`config.mk`:
```
export PLATFORM = sky130hd
export DESIGN_NAME = polygon_area_centroid_accumulator_unit
export DESIGN_NICKNAME = d
export VERILOG_FILES = /design/src/sv/pac_pkg.sv /design/src/sv/pac_sqrt.sv /design/src/sv/pac_div.sv /design/src/sv/polygon_area_centroid_accumulator_unit.sv
export SDC_FILE = /design/constraint.sdc
export NUM_CORES = 2
export LEC_CHECK = 0
export ABC_AREA = 1
export BUFFER_PORTS_ARGS = -buffer_cell sky130_fd_sc_hd__buf_2
export CORE_MARGIN = 10
export CORE_UTILIZATION = 55
export DETAILED_ROUTE_END_ITERATION = 8
export GPL_ROUTABILITY_DRIVEN = 0
export HOLD_SLACK_MARGIN = 0.12
export PLACE_DENSITY_LB_ADDON = 0.08
export SLEW_MARGIN = 0
export SYNTH_ARGS = -nofsm -noshare
export SYNTH_HDL_FRONTEND = slang
export SYNTH_HIERARCHICAL = 1
export SYNTH_SLANG_ARGS = --single-unit
```
`constraint.sdc`:
```
create_clock -name clk -period 17.5 [get_ports clk]
set_input_delay 3.5 -clock clk [delete_from_list [all_inputs] [get_ports clk]]
set_output_delay 3.5 -clock clk [all_outputs]
set_load 0.1 [all_outputs]
```
`src/sv/pac_pkg.sv`:
```
`timescale 1ns / 1ps
`default_nettype none

package pac_pkg;

    localparam int COORD_W = 20;
    localparam int SQ_W    = 2 * COORD_W + 2;
    localparam int LEN_W   = 48;
    localparam int ACC_W   = 64;

    localparam logic signed [ACC_W-1:0] ACC_MAX = {1'b0, {(ACC_W-1){1'b1}}};
    localparam logic signed [ACC_W-1:0] ACC_MIN = {1'b1, {(ACC_W-1){1'b0}}};
    localparam logic [LEN_W-1:0]        LEN_MAX = {LEN_W{1'b1}};

    typedef struct packed {
        logic signed [COORD_W-1:0] x;
        logic signed [COORD_W-1:0] y;
        logic                      first_in_line;
        logic                      reversed;
        logic                      last_in_area;
    } pac_vertex_t;

    typedef struct packed {
        logic signed [ACC_W-1:0]   twice_area;
        logic signed [COORD_W-1:0] centroid_x;
        logic signed [COORD_W-1:0] centroid_y;
        logic signed [COORD_W-1:0] north;
        logic signed [COORD_W-1:0] east;
        logic signed [COORD_W-1:0] south;
        logic signed [COORD_W-1:0] west;
        logic                      centroid_valid;
        logic                      overflow;
    } pac_result_t;

    // returns {saturated, sum}
    function automatic logic [ACC_W:0] sat_add64(logic signed [ACC_W-1:0] a,
                                                 logic signed [ACC_W-1:0] b);
        logic signed [ACC_W-1:0] s;
        logic                    ovf;
        s   = a + b;
        ovf = (a[ACC_W-1] == b[ACC_W-1]) && (s[ACC_W-1] != a[ACC_W-1]);
        if (ovf)
        begin
            s = b[ACC_W-1] ? ACC_MIN : ACC_MAX;
        end
        return {ovf, s};
    endfunction

endpackage

`default_nettype wire

```
`src/sv/pac_sqrt.sv`:
```
`timescale 1ns / 1ps
`default_nettype none

module pac_sqrt #(
    parameter int FRAC_BITS = 8
) (
    input  logic                                          clk,
    input  logic                                          rst_n,
    input  logic                                          start,
    input  logic [pac_pkg::SQ_W-1:0]                      radicand,
    output logic                                          busy,
    output logic [pac_pkg::SQ_W/2+FRAC_BITS-1:0]          root
);
    import pac_pkg::*;

    localparam int LW = SQ_W / 2 + FRAC_BITS;
    localparam int RW = 2 * LW;
    localparam int CW = $clog2(LW + 1);

    logic [RW-1:0]   rad_reg;
    logic [LW+1:0]   rem_reg;
    logic [LW-1:0]   root_reg;
    logic [CW-1:0]   cnt_reg;

    logic [LW+1:0]   rem_sh;
    logic [LW+1:0]   trial;
    logic            ge;

    // one radix-4 digit per cycle, top pair of the radicand first
    always_comb
    begin
        rem_sh = (rem_reg << 2) | (LW + 2)'(rad_reg[RW-1:RW-2]);
        trial  = {root_reg, 2'b01};
        ge     = rem_sh >= trial;
    end

    always_ff @(posedge clk or negedge rst_n)
    begin
        if (!rst_n)
        begin
            cnt_reg <= '0;
        end
        else if (start)
        begin
            cnt_reg <= CW'(LW);
        end
        else if (cnt_reg != '0)
        begin
            cnt_reg <= cnt_reg - 1'b1;
        end
    end

    always_ff @(posedge clk)
    begin
        if (start)
        begin
            rad_reg  <= RW'(radicand) << (2 * FRAC_BITS);
            rem_reg  <= '0;
            root_reg <= '0;
        end
        else if (cnt_reg != '0)
        begin
            rad_reg  <= rad_reg << 2;
            rem_reg  <= ge ? rem_sh - trial : rem_sh;
            root_reg <= {root_reg[LW-2:0], ge};
        end
    end

    assign busy = cnt_reg != '0;
    assign root = root_reg;

endmodule

`default_nettype wire

```
`src/sv/pac_div.sv`:
```
`timescale 1ns / 1ps
`default_nettype none

module pac_div (
    input  logic                               clk,
    input  logic                               rst_n,
    input  logic                               start,
    input  logic [pac_pkg::ACC_W-1:0]          dividend,
    input  logic                               negative,
    input  logic [pac_pkg::LEN_W:0]            divisor,
    output logic                               busy,
    output logic signed [pac_pkg::COORD_W-1:0] quotient
);
    import pac_pkg::*;

    localparam int QB    = COORD_W;
    localparam int DSH_W = LEN_W + 1 + QB;
    localparam int CW    = $clog2(QB + 2);

    logic [ACC_W-1:0] rem_reg;
    logic [DSH_W-1:0] dsh_reg;
    logic [QB-1:0]    q_reg;
    logic             big_reg;
    logic             neg_reg;
    logic [CW-1:0]    cnt_reg;

    logic             ge;
    logic             top_step;

    always_comb
    begin
        ge       = DSH_W'(rem_reg) >= dsh_reg;
        top_step = cnt_reg == CW'(QB + 1);
    end

    always_ff @(posedge clk or negedge rst_n)
    begin
        if (!rst_n)
        begin
            cnt_reg <= '0;
        end
        else if (start)
        begin
            cnt_reg <= CW'(QB + 1);
        end
        else if (cnt_reg != '0)
        begin
            cnt_reg <= cnt_reg - 1'b1;
        end
    end

    // first step only detects a quotient too large for the coordinate range
    always_ff @(posedge clk)
    begin
        if (start)
        begin
            rem_reg <= dividend;
            dsh_reg <= DSH_W'(divisor) << QB;
            q_reg   <= '0;
            big_reg <= 1'b0;
            neg_reg <= negative;
        end
        else if (cnt_reg != '0)
        begin
            dsh_reg <= dsh_reg >> 1;
            if (top_step)
            begin
                big_reg <= ge;
            end
            else
            begin
                q_reg <= {q_reg[QB-2:0], ge};
                if (ge)
                begin
                    rem_reg <= rem_reg - dsh_reg[ACC_W-1:0];
                end
            end
        end
    end

    always_comb
    begin
        if (neg_reg)
        begin
            if (big_reg || (q_reg > {1'b1, {(QB-1){1'b0}}}))
            begin
                quotient = {1'b1, {(QB-1){1'b0}}};
            end
            else
            begin
                quotient = $signed('0 - q_reg);
            end
        end
        else
        begin
            if (big_reg || q_reg[QB-1])
            begin
                quotient = {1'b0, {(QB-1){1'b1}}};
            end
            else
            begin
                quotient = $signed(q_reg);
            end
        end
    end

    assign busy = cnt_reg != '0;

endmodule

`default_nettype wire

```
`src/sv/polygon_area_centroid_accumulator_unit.sv`:
```
// Polygon area and length-weighted centroid accumulator.
// vertex channel (valid/ready): one boundary vertex per beat, with line start,
// reversed and last-in-area flags. result channel (valid/ready): one beat per
// area, sent after the vertex flagged last_in_area.
// For a vertex that closes a segment, the segment length square root
// dominates, one radix-4 digit per cycle over COORD_W + 1 + LEN_FRAC_BITS
// digits, with area and weight products going through one shared
// multiplier. The last vertex of an area adds both centroid quotients,
// which run through one bit-serial divider, one quotient bit per cycle.
// vertex_ready is high only while the sequencer is idle.
// Results sit in an output register; the block keeps taking vertices while a
// result waits, and only the next area's result waits for the slot to free.
// Reset clears all accumulators, the bounding box and the output valid; there
// is no clearing pass.
`timescale 1ns / 1ps
`default_nettype none

module polygon_area_centroid_accumulator_unit #(
    parameter int LEN_FRAC_BITS = 8
) (
    input  logic                 clk,
    input  logic                 rst_n,
    input  logic                 vertex_valid,
    output logic                 vertex_ready,
    input  pac_pkg::pac_vertex_t vertex,
    output logic                 result_valid,
    input  logic                 result_ready,
    output pac_pkg::pac_result_t result
);
    import pac_pkg::*;

    localparam int LW   = SQ_W / 2 + LEN_FRAC_BITS;
    localparam int MA_W = LW + 1;
    localparam int DW   = COORD_W + 1;
    localparam int PW   = MA_W + DW;

    typedef enum logic [3:0] {
        S_IDLE,
        S_MUL_DXX,
        S_MUL_DYY,
        S_MUL_AREA,
        S_SQ_START,
        S_SQ_WAIT,
        S_MUL_WX,
        S_MUL_WY,
        S_ACC_WY,
        S_DIVX_START,
        S_DIVX_WAIT,
        S_DIVY_START,
        S_DIVY_WAIT,
        S_EMIT
    } state_t;

    state_t                    state_reg;
    logic signed [COORD_W-1:0] prev_x_reg, prev_y_reg;
    logic                      have_prev_reg, line_neg_reg, last_reg;
    logic signed [DW-1:0]      dx_reg, dy_reg, sx_reg, sy_reg;
    logic [SQ_W-1:0]           sq_reg;
    logic [LW-1:0]             len_reg;
    logic signed [PW-1:0]      prod_reg;
    logic signed [ACC_W-1:0]   area_reg, wsx_reg, wsy_reg;
    logic [LEN_W-1:0]          len_sum_reg;
    logic signed [COORD_W-1:0] north_reg, east_reg, south_reg, west_reg;
    logic                      box_seen_reg, sat_reg;
    logic signed [COORD_W-1:0] cx_reg;
    logic                      result_valid_reg;
    pac_result_t               result_reg;

    logic                      accept, seg_in, emit_fire;
    logic signed [MA_W-1:0]    mul_a;
    logic signed [DW-1:0]      mul_b;
    logic signed [PW-1:0]      prod_next;
    logic signed [ACC_W-1:0]   prod64, area_term;
    logic [ACC_W:0]            area_add, wsx_add, wsy_add;
    logic [LEN_W:0]            len_add;
    logic signed [ACC_W-1:0]   div_w;
    logic [ACC_W-1:0]          div_mag;
    logic                      sq_start, sq_busy, dv_start, dv_busy;
    logic [LW-1:0]             sq_root;
    logic signed [COORD_W-1:0] dv_q;
    logic                      cen_valid;

    assign vertex_ready = state_reg == S_IDLE;
    assign accept       = vertex_valid && vertex_ready;
    assign seg_in       = have_prev_reg && !vertex.first_in_line;
    assign emit_fire    = (state_reg == S_EMIT) && (!result_valid_reg || result_ready);
    assign cen_valid    = len_sum_reg != '0;

    // shared multiplier operand select
    always_comb
    begin
        mul_a = '0;
        mul_b = '0;
        case (state_reg)
            S_MUL_DXX:
            begin
                mul_a = MA_W'(dx_reg);
                mul_b = dx_reg;
            end
            S_MUL_DYY:
            begin
                mul_a = MA_W'(dy_reg);
                mul_b = dy_reg;
            end
            S_MUL_AREA:
            begin
                mul_a = MA_W'(dx_reg);
                mul_b = sy_reg;
            end
            S_MUL_WX:
            begin
                mul_a = $signed({1'b0, len_reg});
                mul_b = sx_reg;
            end
            S_MUL_WY:
            begin
                mul_a = $signed({1'b0, len_reg});
                mul_b = sy_reg;
            end
            default:
            begin
                mul_a = '0;
                mul_b = '0;
            end
        endcase
        prod_next = mul_a * mul_b;
    end

    always_comb
    begin
        prod64    = ACC_W'(prod_reg);
        area_term = line_neg_reg ? -prod64 : prod64;
        area_add  = sat_add64(area_reg, area_term);
        wsx_add   = sat_add64(wsx_reg, prod64);
        wsy_add   = sat_add64(wsy_reg, prod64);
        len_add   = {1'b0, len_sum_reg} + (LEN_W + 1)'(len_reg);
        div_w     = (state_reg == S_DIVY_START) ? wsy_reg : wsx_reg;
        div_mag   = div_w[ACC_W-1] ? ('0 - div_w) : div_w;
        sq_start  = state_reg == S_SQ_START;
        dv_start  = (state_reg == S_DIVX_START) || (state_reg == S_DIVY_START);
    end

    pac_sqrt #(
        .FRAC_BITS (LEN_FRAC_BITS)
    ) u_sqrt (
        .clk      (clk),
        .rst_n    (rst_n),
        .start    (sq_start),
        .radicand (sq_reg),
        .busy     (sq_busy),
        .root     (sq_root)
    );

    pac_div u_div (
        .clk      (clk),
        .rst_n    (rst_n),
        .start    (dv_start),
        .dividend (div_mag),
        .negative (div_w[ACC_W-1]),
        .divisor  ({len_sum_reg, 1'b0}),
        .busy     (dv_busy),
        .quotient (dv_q)
    );

    always_ff @(posedge clk or negedge rst_n)
    begin
        if (!rst_n)
        begin
            state_reg        <= S_IDLE;
            prev_x_reg       <= '0;
            prev_y_reg       <= '0;
            have_prev_reg    <= 1'b0;
            line_neg_reg     <= 1'b0;
            area_reg         <= '0;
            wsx_reg          <= '0;
            wsy_reg          <= '0;
            len_sum_reg      <= '0;
            north_reg        <= '0;
            east_reg         <= '0;
            south_reg        <= '0;
            west_reg         <= '0;
            box_seen_reg     <= 1'b0;
            sat_reg          <= 1'b0;
            result_valid_reg <= 1'b0;
        end
        else
        begin
            if (emit_fire)
            begin
                result_valid_reg <= 1'b1;
            end
            else if (result_ready)
            begin
                result_valid_reg <= 1'b0;
            end

            prod_reg <= prod_next;

            case (state_reg)
                S_IDLE:
                begin
                    if (accept)
                    begin
                        prev_x_reg <= vertex.x;
                        prev_y_reg <= vertex.y;
                        last_reg   <= vertex.last_in_area;
                        dx_reg     <= DW'($signed(vertex.x)) - DW'(prev_x_reg);
                        dy_reg     <= DW'($signed(vertex.y)) - DW'(prev_y_reg);
                        sx_reg     <= DW'($signed(vertex.x)) + DW'(prev_x_reg);
                        sy_reg     <= DW'($signed(vertex.y)) + DW'(prev_y_reg);
                        if (seg_in)
                        begin
                            // box tracks segment start points
                            box_seen_reg <= 1'b1;
                            if (!box_seen_reg || (prev_y_reg > north_reg))
                            begin
                                north_reg <= prev_y_reg;
                            end
                            if (!box_seen_reg || (prev_x_reg > east_reg))
                            begin
                                east_reg <= prev_x_reg;
                            end
                            if (!box_seen_reg || (prev_y_reg < south_reg))
                            begin
                                south_reg <= prev_y_reg;
                            end
                            if (!box_seen_reg || (prev_x_reg < west_reg))
                            begin
                                west_reg <= prev_x_reg;
                            end
                            state_reg <= S_MUL_DXX;
                        end
                        else
                        begin
                            line_neg_reg  <= vertex.reversed;
                            have_prev_reg <= 1'b1;
                            state_reg     <= vertex.last_in_area ? S_DIVX_START : S_IDLE;
                        end
                    end
                end
                S_MUL_DXX:
                begin
                    state_reg <= S_MUL_DYY;
                end
                S_MUL_DYY:
                begin
                    sq_reg    <= prod_reg[SQ_W-1:0];
                    state_reg <= S_MUL_AREA;
                end
                S_MUL_AREA:
                begin
                    sq_reg    <= sq_reg + prod_reg[SQ_W-1:0];
                    state_reg <= S_SQ_START;
                end
                S_SQ_START:
                begin
                    area_reg  <= area_add[ACC_W-1:0];
                    sat_reg   <= sat_reg | area_add[ACC_W];
                    state_reg <= S_SQ_WAIT;
                end
                S_SQ_WAIT:
                begin
                    if (!sq_busy)
                    begin
                        len_reg   <= sq_root;
                        state_reg <= S_MUL_WX;
                    end
                end
                S_MUL_WX:
                begin
                    state_reg <= S_MUL_WY;
                end
                S_MUL_WY:
                begin
                    wsx_reg   <= wsx_add[ACC_W-1:0];
                    sat_reg   <= sat_reg | wsx_add[ACC_W];
                    state_reg <= S_ACC_WY;
                end
                S_ACC_WY:
                begin
                    wsy_reg <= wsy_add[ACC_W-1:0];
                    if (len_add[LEN_W])
                    begin
                        len_sum_reg <= LEN_MAX;
                    end
                    else
                    begin
                        len_sum_reg <= len_add[LEN_W-1:0];
                    end
                    sat_reg   <= sat_reg | wsy_add[ACC_W] | len_add[LEN_W];
                    state_reg <= last_reg ? S_DIVX_START : S_IDLE;
                end
                S_DIVX_START:
                begin
                    state_reg <= S_DIVX_WAIT;
                end
                S_DIVX_WAIT:
                begin
                    if (!dv_busy)
                    begin
                        cx_reg    <= dv_q;
                        state_reg <= S_DIVY_START;
                    end
                end
                S_DIVY_START:
                begin
                    state_reg <= S_DIVY_WAIT;
                end
                S_DIVY_WAIT:
                begin
                    if (!dv_busy)
                    begin
                        state_reg <= S_EMIT;
                    end
                end
                S_EMIT:
                begin
                    if (emit_fire)
                    begin
                        result_reg.twice_area     <= area_reg;
                        result_reg.centroid_x     <= cen_valid ? cx_reg : '0;
                        result_reg.centroid_y     <= cen_valid ? dv_q : '0;
                        result_reg.north          <= north_reg;
                        result_reg.east           <= east_reg;
                        result_reg.south          <= south_reg;
                        result_reg.west           <= west_reg;
                        result_reg.centroid_valid <= cen_valid;
                        result_reg.overflow       <= sat_reg;
                        // per-area state back to empty
                        have_prev_reg <= 1'b0;
                        line_neg_reg  <= 1'b0;
                        area_reg      <= '0;
                        wsx_reg       <= '0;
                        wsy_reg       <= '0;
                        len_sum_reg   <= '0;
                        north_reg     <= '0;
                        east_reg      <= '0;
                        south_reg     <= '0;
                        west_reg      <= '0;
                        box_seen_reg  <= 1'b0;
                        sat_reg       <= 1'b0;
                        state_reg     <= S_IDLE;
                    end
                end
                default:
                begin
                    state_reg <= S_IDLE;
                end
            endcase
        end
    end

    assign result_valid = result_valid_reg;
    assign result       = result_reg;

    // no vertex is taken while the root unit still works on a segment
    assert property (@(posedge clk) disable iff (!rst_n)
        vertex_ready |-> !sq_busy)
        else $error("vertex ready while square root busy");

    // root and divider never run together under the sequencer
    assert property (@(posedge clk) disable iff (!rst_n)
        !(sq_busy && dv_busy))
        else $error("square root and divider busy together");

    // a vertex closing a segment holds off the next beat
    assert property (@(posedge clk) disable iff (!rst_n)
        vertex_valid && vertex_ready && have_prev_reg && !vertex.first_in_line
        |=> !vertex_ready)
        else $error("segment vertex did not stall input");

    // zero total length gives a zero centroid
    assert property (@(posedge clk) disable iff (!rst_n)
        result_valid && !result.centroid_valid
        |-> (result.centroid_x == '0) && (result.centroid_y == '0))
        else $error("centroid not zero for zero length");

endmodule

`default_nettype wire
```
Word-level counts from Yosys, hierarchy flattened. Cells that the tools add are included.

Add/subtract/negate cells: 16. Multiply operators: 1. Divide/modulo/power cells: 0. Order comparisons: 7. Equal/unequal tests: 32. Shifts and indexed selects: 0. Multiplexer cells: 73. Bitwise logic cells: 8. Reductions and logical operators: 54.

Operators by type and width (count): two-way mux 64 bit (13); one-hot mux 64 bit (2 select lines) (3); two-way mux 20 bit (16); one-hot mux 20 bit (2 select lines) (4); two-way mux 69 bit (2); adder 64 x 51 -> 64 bit (2); two-way mux 58 bit (2); two-way mux 48 bit (2); one-hot mux 48 bit (2 select lines) (1); one-hot mux 30 bit (3 select lines) (1); one-hot mux 21 bit (4 select lines) (1); one-hot mux 42 bit (2 select lines) (1); greater-or-equal comparator 64 x 69 -> 1 bit (1); adder 64 bit (1); negator 51 -> 64 bit (1); subtractor 1 x 64 -> 64 bit (first input constant) (1); subtractor 64 bit (1); one-hot mux 4 bit (14 select lines) (1); multiplier 30 x 21 -> 51 bit (1); adder 48 x 29 -> 49 bit (1); nonzero test 48 bit (1); adder 20 x 20 -> 21 bit (2); adder 42 bit (1); subtractor 20 x 20 -> 21 bit (2); 37 further kinds (129).

Register bits: 1047. Bits in latches: 0. RAM bits: 0. Memory bits (read-only): 0. Input bits: 47. Word-level logic and storage cells: 236. Memories: 0.

Longest topological paths before layout.
Depth in word-level cells: 7. Depth in mapped cells: 41. Depth with buffers taken out: 38.

By module. The synthesis kept the hierarchy.

By module, submodules not included: polygon_area_centroid_accumulator_unit (times used 1, cells each 11862, area each 84203.3 um^2, seq. area each 21575.7 um^2); pac_div (times used 1, cells each 1865, area each 12515.8 um^2, seq. area each 4369.2 um^2); pac_sqrt (times used 1, cells each 929, area each 6377.4 um^2, seq. area each 2547.4 um^2).

Worst setup path before layout. OpenSTA, ideal clock, no wires.

Kind: input-to-reg. Start point: input port result_ready. End point: register result_reg, in the netlist result[0] (enable). Library setup time: 0.734 ns. Data arrival time: 11.469 ns. Data required time: 16.766 ns. Slack: 5.297 ns. Cell stages on the path: 4. Path buffers: 0. Cells stage by stage: nor2_1 nor2_1 inv_1 nor2_1.

Longest elaborated chain between the ends: 3.

RTL lines: start: declaration (RTL line polygon_area_centroid_accumulator_unit.sv:27) `input logic result_ready,`; logical OR 1 bit (RTL line polygon_area_centroid_accumulator_unit.sv:86) `assign emit_fire = (state_reg == S_EMIT) && (!result_valid_reg || result_ready);`; logical AND 1 bit (RTL line polygon_area_centroid_accumulator_unit.sv:86); AND reduction 3 bit (no line); end: declaration (RTL line polygon_area_centroid_accumulator_unit.sv:67) `pac_result_t result_reg;`.

No other way between the ends. A chain may end at the register's enable or synchronous reset.

Final worst setup path.
Start point: register state_reg[1]. End point: register prod_reg[47], data pin.

Longest elaborated chain between the ends: 4. Elaborated cells on any way between the ends: 11. Those cells by class: 1 x mul; 5 x eq/ne; 2 x mux; 3 x reduce/logical.

RTL lines: start: declaration (RTL line polygon_area_centroid_accumulator_unit.sv:54) `state_t state_reg;`; start signal: assignment (RTL line polygon_area_centroid_accumulator_unit.sv:237) `state_reg <= vertex.last_in_area ? S_DIVX_START : S_IDLE;`; start signal: assignment (RTL line polygon_area_centroid_accumulator_unit.sv:291) `state_reg <= last_reg ? S_DIVX_START : S_IDLE;`; equality test 4 x 3 -> 1 bit (tied with other cells) (RTL line polygon_area_centroid_accumulator_unit.sv:94) `case (state_reg)`; OR reduction 2 bit (no line); one-hot mux 21 bit (4 select lines) or one-hot mux 30 bit (3 select lines) (tied branches) (RTL line polygon_area_centroid_accumulator_unit.sv:94); multiplier 30 x 21 -> 51 bit (*) (RTL line polygon_area_centroid_accumulator_unit.sv:126) `prod_next = mul_a * mul_b;`; named net prod_next[47] (RTL line polygon_area_centroid_accumulator_unit.sv:72) `logic signed [PW-1:0] prod_next;`; end signal: assignment (RTL line polygon_area_centroid_accumulator_unit.sv:197) `prod_reg <= prod_next;`; end: declaration (RTL line polygon_area_centroid_accumulator_unit.sv:60) `logic signed [PW-1:0] prod_reg;`.

Mark *: on every way through the listed nets, which the timed path passes. The rest lies on a longest branch.

==> metrics <==
ratio of cells with drive above 1 in the final layout 4.87%; total nets after synthesis 16000; Placeable Area ~190000 um^2; dominant register cell in the synthesized netlist sky130_fd_sc_hd__edfxtp_1; Worst Path Required between 15000 and 20000 ps; max-cap viol count 0; share of synthesized cell area in and, or, nand and nor gates ~28%; main combinational cell family by area after synthesis simple AND/OR/NAND/NOR gates; global-route wire length before repair between 500000 and 600000 um; die extent in y approximately 450 um; number of setup violations in the final report 0; global router's overall resource usage 34.4%; area of the die just over 200000 um^2; share of the synthesized area in the top cell type 16.5%; maximum operating frequency between 100 and 150 MHz; effective utilization at floorplan a little under three fifths; Final Max Tran Viols 0; synthesis-stage register bit count 1045; clock root buffer sky130_fd_sc_hd__clkbuf_16; number of hold violations in the final report 0; number of enable flip-flop cells after synthesis about 570; DRT antenna net count 0; TritonCTS clock tree yes; post-synth cell types 65; cell types with the highest counts after synthesis sky130_fd_sc_hd__nand2_1 (4326), sky130_fd_sc_hd__inv_1 (2517), sky130_fd_sc_hd__nor2_1 (1586); vias in the first global route about 96000; number of warning messages in the yosys log 6; Fin Clk Skew 91.7 ps; biggest area consumer among synthesized cells sky130_fd_sc_hd__edfxtp_1; antenna violations before repair 27; count of unresolved DRC violations after routing 0; horizontal extent of the die around 450 um; mux cell area share after synthesis 0%; TritonCTS Sinks 1045; vias 99900; shortest clock period the worst path allows after layout roughly 9300 ps; remaining global-route overflow 0; Cells after Synth ~15000; arrival time worst endpoint 9820 ps; final non-filler cell area roughly 110000 um^2; floorplan row count ~160; post-CTS sizing 0; slowest cell delay on critical path 1030 ps; post-synthesis adder-cell area fraction ~20%; total wire length 362000 um; type of origin of the critical path flip-flop; clock buffer count from CTS approximately 120; top cells by area, synth sky130_fd_sc_hd__edfxtp_1 (17%), sky130_fd_sc_hd__nand2_1 (16%), sky130_fd_sc_hd__fa_1 (12%), sky130_fd_sc_hd__dfrtp_1 (9.2%), sky130_fd_sc_hd__inv_1 (9.2%); complex-gate fraction of the synthesized area under 10%; relative slew slack approximately 11%; actual transition at the worst max-transition pin around 1300 ps; highest layer used for signal routing met5; maximum number of pins on one net before global-route repair ~110; fill cell count 17400; number of buffers added for setup after CTS 0; Detail Route met2 WL ~150000 um; fraction of the yosys area taken by sequential cells between 20% and 30%; xor and xnor area share after synthesis roughly 2.8%; most frequently used cell type in the post-synthesis netlist sky130_fd_sc_hd__nand2_1; Post-Route M1 WL 143000 um; critical path endpoint category flip-flop; first-iteration detailed-routing DRC count 11600; Post-synth ARST share between 30% and 40%; IO Pins about 240; status completed; clock latency of the later-clocked register in the worst-skew pair approximately 850 ps; period utilization roughly 53%; post-layout net count between 15000 and 20000; Slowest-stage cell, CP sky130_fd_sc_hd__a21oi_1; Layout area overhead 7.67%; critical path type flip-flop to flip-flop; Avg Vias per Cell approximately 5.8; detail-routed net length per standard cell between 20 and 25 um; Buffers on Ports 234; setup repair after global routing missed its margin no; Max Fanout on Critical Path 21; H-Tree Level Count 3; first-pass iteration count of the detailed router 7; total cell area at the placement stage roughly 110000 um^2; path type of the worst min-delay path flip-flop to flip-flop; hold-fix buffers at CTS 0; met3 wirelength from detailed routing between 40000 and 50000 um; flip-flop count of the largest register, all copies and words added 186; clock transition time at the flip-flop clock pins of the worst setup and hold paths about 70 ps; clk buf depth 3; final HPWL from detailed placement between 200000 and 300000 um; Post-Synthesis Mean Instance Area 7.03 um^2; Post-Synthesis Cell Area 103000 um^2; final setup TNS 0 ps
cells by family after synthesis:
kind of cell | after synthesis
buf+inv | 2909
other cells | 1
compound gates | 1874
simple gates | 7202
flops | 1045
fa+ha+maj | 1292
xor+xnor | 333
final cells by class:
type                    count  area (um^2)  area share [%]
multi-input cells       10700        63600            57.3
flip-flops and latches   1045        28500            25.7
inverters                2565         9630            8.68
clock buffers             153         3250            2.93
well taps                2480         3100            2.80
repair buffers            350         2060            1.86
clock inverters            65          807           0.727
diodes                     14         35.0          0.0316
placed cells by master, fill, tap and decap left out, types with 23 or more instances in the layout:
master                      synthesis  routed
sky130_fd_sc_hd__o22ai_1           55      55
sky130_fd_sc_hd__xnor2_1           74      74
sky130_fd_sc_hd__nand3_1          790     789
sky130_fd_sc_hd__nor2_2            28      40
sky130_fd_sc_hd__buf_2             63     233
sky130_fd_sc_hd__o21ai_0          687     687
sky130_fd_sc_hd__fa_1             643     643
sky130_fd_sc_hd__a21o_1            32      32
sky130_fd_sc_hd__o21ai_1           67      67
sky130_fd_sc_hd__dfxtp_1           99      99
sky130_fd_sc_hd__nor3_1           130     127
sky130_fd_sc_hd__nor4_1            53      52
sky130_fd_sc_hd__nand4_1          149     149
sky130_fd_sc_hd__o21bai_1          94      94
sky130_fd_sc_hd__clkbuf_16          0     120
sky130_fd_sc_hd__nand2_1         4326    4324
sky130_fd_sc_hd__nor2_1          1586    1566
sky130_fd_sc_hd__ha_1             649     649
sky130_fd_sc_hd__xor2_1           259     259
sky130_fd_sc_hd__edfxtp_1         567     567
sky130_fd_sc_hd__inv_1           2517    2515
sky130_fd_sc_hd__o21ai_2           30      30
sky130_fd_sc_hd__a21oi_1          765     765
sky130_fd_sc_hd__clkinv_1          32      35
sky130_fd_sc_hd__or2_2             37      37
sky130_fd_sc_hd__dfrtp_1          379     379
sky130_fd_sc_hd__a31oi_1           23      23
sky130_fd_sc_hd__buf_4              2     115
sky130_fd_sc_hd__nand3b_1          41      41
path summary, 6_finish.rpt:
kind	startpoint	endpoint	slack, ps	cells after the start
worst max register to register	state_reg[1]	prod_reg[47]	8200	31
max in group asynchronous	rst_n	east_reg[15]	12260	4
worst min register to register	u_sqrt/root[25]	len_reg[25]	420	0
worst min-delay path	u_sqrt/root[25]	len_reg[25]	420	0
worst max-delay path	state_reg[1]	prod_reg[47]	8200	31
min in group asynchronous	rst_n	area_reg[16]	2580	1
worst max-delay path: cells and delay by family (launching register included):
family	cells	cell delay, ps
flops	1	550
simple gates	12	1650
fa+ha+maj	8	3980
compound gates	1	1030
buf+inv	9	1640
xor+xnor	1	70
layer usage:
metal | GRT usage, % | vias up
li1 | - | 46400
met1 | 45.1 | 46700
met2 | 52.2 | 5541
met3 | 8.32 | 1137
met4 | 18.7 | 36
met5 | 0 | -
through the flow:
stage                     utilization [%]  std cells  setup WS (ps)  hold WS (ps)
after floorplan                         -      14700           5300           408
final                                59.7      17400           8200           415
after global routing                 59.7      17400           7910           424
after CTS                            59.7      17400           8500           415
after detailed placement             57.5      17100           8630           413
after global placement               57.5      17100           8680           414
Power is not shown: default switching activity piles up to over one toggle a cycle in this logic, so the estimate is an artifact.
